<file path="config.mk">
export PLATFORM = sky130hd
export DESIGN_NAME = eudpt_mul
export DESIGN_NICKNAME = d
export VERILOG_FILES = /design/src/eudpt_pkg.sv /design/src/eudpt_mul.sv
export SDC_FILE = /design/constraint.sdc
export NUM_CORES = 2
export LEC_CHECK = 0
export ABC_AREA = 1
export BUFFER_PORTS_ARGS = -buffer_cell sky130_fd_sc_hd__buf_4
export CORE_ASPECT_RATIO = 1.25
export CORE_UTILIZATION = 65
export CTS_CLUSTER_DIAMETER = 50
export DETAILED_ROUTE_END_ITERATION = 10
export PLACE_DENSITY = 0.83
export SYNTH_ARGS = -nofsm -noshare
export SYNTH_HDL_FRONTEND = slang
export SYNTH_SLANG_ARGS = --single-unit
</file>
<file path="constraint.sdc">
create_clock -name i_clk -period 23.5 [get_ports i_clk]
set_input_delay 2.35 -clock i_clk [delete_from_list [all_inputs] [get_ports i_clk]]
set_output_delay 2.35 -clock i_clk [all_outputs]
set_load 0.05 [all_outputs]
</file>
<file path="src/eudpt_pkg.sv">
// Package: shared types and constants for the unit distance pair test.
package eudpt_pkg;
    localparam int unsigned MAX_POINTS = 16384;
    localparam int unsigned IDX_W = $clog2(MAX_POINTS);
    localparam int unsigned W     = 128;
    typedef logic signed [W-1:0] t_wide;
    typedef logic [2:0] t_reg_idx;
    localparam t_reg_idx REG_DEN  = 3'd0;
    localparam t_reg_idx REG_SD   = 3'd1;
    localparam t_reg_idx REG_S0   = 3'd2;
    localparam t_reg_idx REG_S1   = 3'd3;
    localparam t_reg_idx REG_MODE = 3'd4;
    typedef struct packed {
        logic               mode;
        logic signed [30:0] sd;
        logic signed [31:0] s0;
        logic signed [31:0] s1;
        logic signed [30:0] den;
    } t_cfg;
endpackage

</file>
<file path="src/eudpt_mul.sv">
// Registered signed multiplier, one result per enabled cycle.
module eudpt_mul import eudpt_pkg::*; #(
    parameter int AW = 32,
    parameter int BW = 32
) (
    input  logic                  i_clk,
    input  logic                  i_en,
    input  logic signed [AW-1:0]  i_a,
    input  logic signed [BW-1:0]  i_b,
    output logic signed [AW+BW-1:0] o_p
);
    logic signed [AW+BW-1:0] r_p;
    always_ff @(posedge i_clk) begin
        if (i_en) begin
            r_p <= i_a * i_b;
        end
    end
    assign o_p = r_p;
endmodule

</file>
==> metrics.txt <==
outcome finished clean; Die Area 63,900 um^2; Floorplan Core Area 62,000 um^2; layout cell share with drive strength beyond 1 0.0451; gr usage total 0.377; top sig layer met5; DRC 0; synthesized instance count 5,124; number of synthesized flops with an enable pin 64; fin. max-slew vios 0; synth top area cells fa_1 (53%), inv_1 (16%), nand2_1 (14%); post-synth top area share 0.530; syn_nets 6,456; CP dominant cell by count fa_1; TritonCTS buffer count 9; Sink Count 64; CTS clock-pin slew for the worst setup and hold paths 0.06 ns; WP data required 23.60 ns; Critical-path top delay cell fa_1; Max H-tree Level 3; Vias/cell 5.39; final net count 6,406; count of port buffers added during placement 129; top_reg_cell synth edfxtp_1; Crit path max-delay family adder cells; hold_buf cts 0; initial antenna violation count 4; vias post-DR 31,900; Initial Utilization 0.659; global route overflow 0; CTS tree built; slowest stage delay, CP 1.00 ns; Routed Antenna Nets 0; WL met3 7590 um; # fillers 4,966; Synth area leader fa_1; crit path launch type input port; Met2 Routed Length 57,600 um; Top-Level Pins 130; post-CTS sizing 0; final hold violation count 0; Cell Rows 102; Yosys Warn Count 0; CP Class in -> reg; routability congestion estimate 1.01; post-DR wirelength/cell 18.8 um; HPWL after DPL 94,500 um; Area Growth Syn to Fin 4.06%; flip-flop count of the largest register after layout 64; setup TNS 0 ns; Met1 Wirelength 38,400 um; final worst-path cycle share 0.420; largest net degree at the start of global routing 65; drt first pass iters 5; Final Cell Area 42,500 um^2; distinct cell type count after synthesis 27; CP Buf/Inv Count 7; Critical Path Fanout Max 32; Die Wd 226 um; first-pass GRT wire length 183,000 um; synthesized area per cell 7.97 um^2; RSZ-0062 raised after global routing false; ys async rst share 0; Hold Path Class in -> reg; postcts setup bufs 0; max cap viols 0; arrival time of the worst setup path 9.97 ns; number of global-route vias before repair 35,600; root buffer cell clkbuf_16; Critical Path End Type register; Iter 0 DRT Violations 2,724; max_slew headroom 0.410; WL final 111,000 um; synthesized area 40,800 um^2; die height 282 um; Seq cells post-synth 64; Clock Tree Buf Depth 2; Placement Cell Area 42,100 um^2; sequential fraction of the synthesis area 0.0471; fmax 101 MHz; fin crit period 9.87 ns; final setup fails 0; Worst-Margin Slew 0.884 ns
-- final timing paths --
kind / from / to / cells past startpoint
setup / recovery: i_a[31] / o_p[57] / 25
hold / removal: i_b[0] / o_p[0] / 3
-- cell families after synthesis --
group,count (synthesis),synth area share
buffers and inverters,1892,0.174
AOI/OAI and AO/OA,95,0.0124
xor gates and xnor gates,34,0.00729
DFF,64,0.0471
adders and majority gates,1266,0.587
and+or+nand+nor,1773,0.173
-- cell usage in the layout, fill, tap and decap left out, types with 2 or more instances in the layout --
cell type / netlist / final
a21o_1: 2 / 2
a21oi_1: 62 / 62
buf_4: 0 / 131
bufinv_16: 0 / 3
clkbuf_16: 0 / 9
edfxtp_1: 64 / 64
fa_1: 1082 / 1082
ha_1: 184 / 184
inv_1: 1692 / 1692
inv_2: 8 / 8
inv_6: 0 / 3
nand2_1: 1504 / 1504
nand2_2: 21 / 21
nand3_1: 73 / 73
nand3_2: 6 / 6
nand3b_1: 6 / 6
nand4_1: 13 / 13
nor2_1: 93 / 93
nor2_2: 31 / 31
nor2_4: 3 / 3
nor3_1: 11 / 11
nor3_2: 5 / 5
o21ai_0: 17 / 17
o21ai_1: 4 / 4
o21bai_1: 8 / 8
or2_2: 7 / 7
xnor2_1: 3 / 3
xor2_1: 31 / 31
-- metrics by stage --
step / util / cells / hold slack, ns / setup WS, ns
floorplan: - / 5124 / 2.46 / 14.37
global placement: 0.680 / 5895 / 2.83 / 13.50
detailed placement: 0.680 / 5895 / 2.84 / 13.30
CTS: 0.685 / 5911 / 2.56 / 13.63
global route: 0.685 / 5912 / 2.61 / 13.18
finish: 0.685 / 5912 / 2.55 / 13.63
-- area by class of cell --
cell class | instances | area [um^2] | area share
Inverter | 1700 | 6380 | 0.150
Sequential cell | 64 | 1920 | 0.0452
Clock buffer | 9 | 225 | 0.00530
Tap cell | 832 | 1040 | 0.0245
Clock inverter | 7 | 125 | 0.00294
Multi-Input combinational cell | 3168 | 31800 | 0.749
Antenna cell | 1 | 2.50 | 0.0000589
Timing Repair Buffer | 131 | 983 | 0.0231
-- layer usage --
metal | global-route usage | up-vias
li1 | - | 13900
met1 | 0.439 | 15900
met2 | 0.667 | 1562
met3 | 0.0466 | 512
met4 | 0.227 | 6
met5 | 0 | -
-- cell usage after synthesis (21+ instances only) --
| master | number |
|---|---|
| ha_1 | 184 |
| inv_1 | 1692 |
| a21oi_1 | 62 |
| nand3_1 | 73 |
| fa_1 | 1082 |
| edfxtp_1 | 64 |
| clkbuf_1 | 192 |
| nor2_1 | 93 |
| nand2_2 | 21 |
| nand2_1 | 1504 |
| nor2_2 | 31 |
| xor2_1 | 31 |
-- tightest hold or removal path, stage by stage --
cell and delay, ns:
buf_4 0.23, nand2_1 0.11, inv_1 0.04
Power is not shown: default switching activity piles up to over one toggle a cycle in this logic, so the estimate is an artifact.
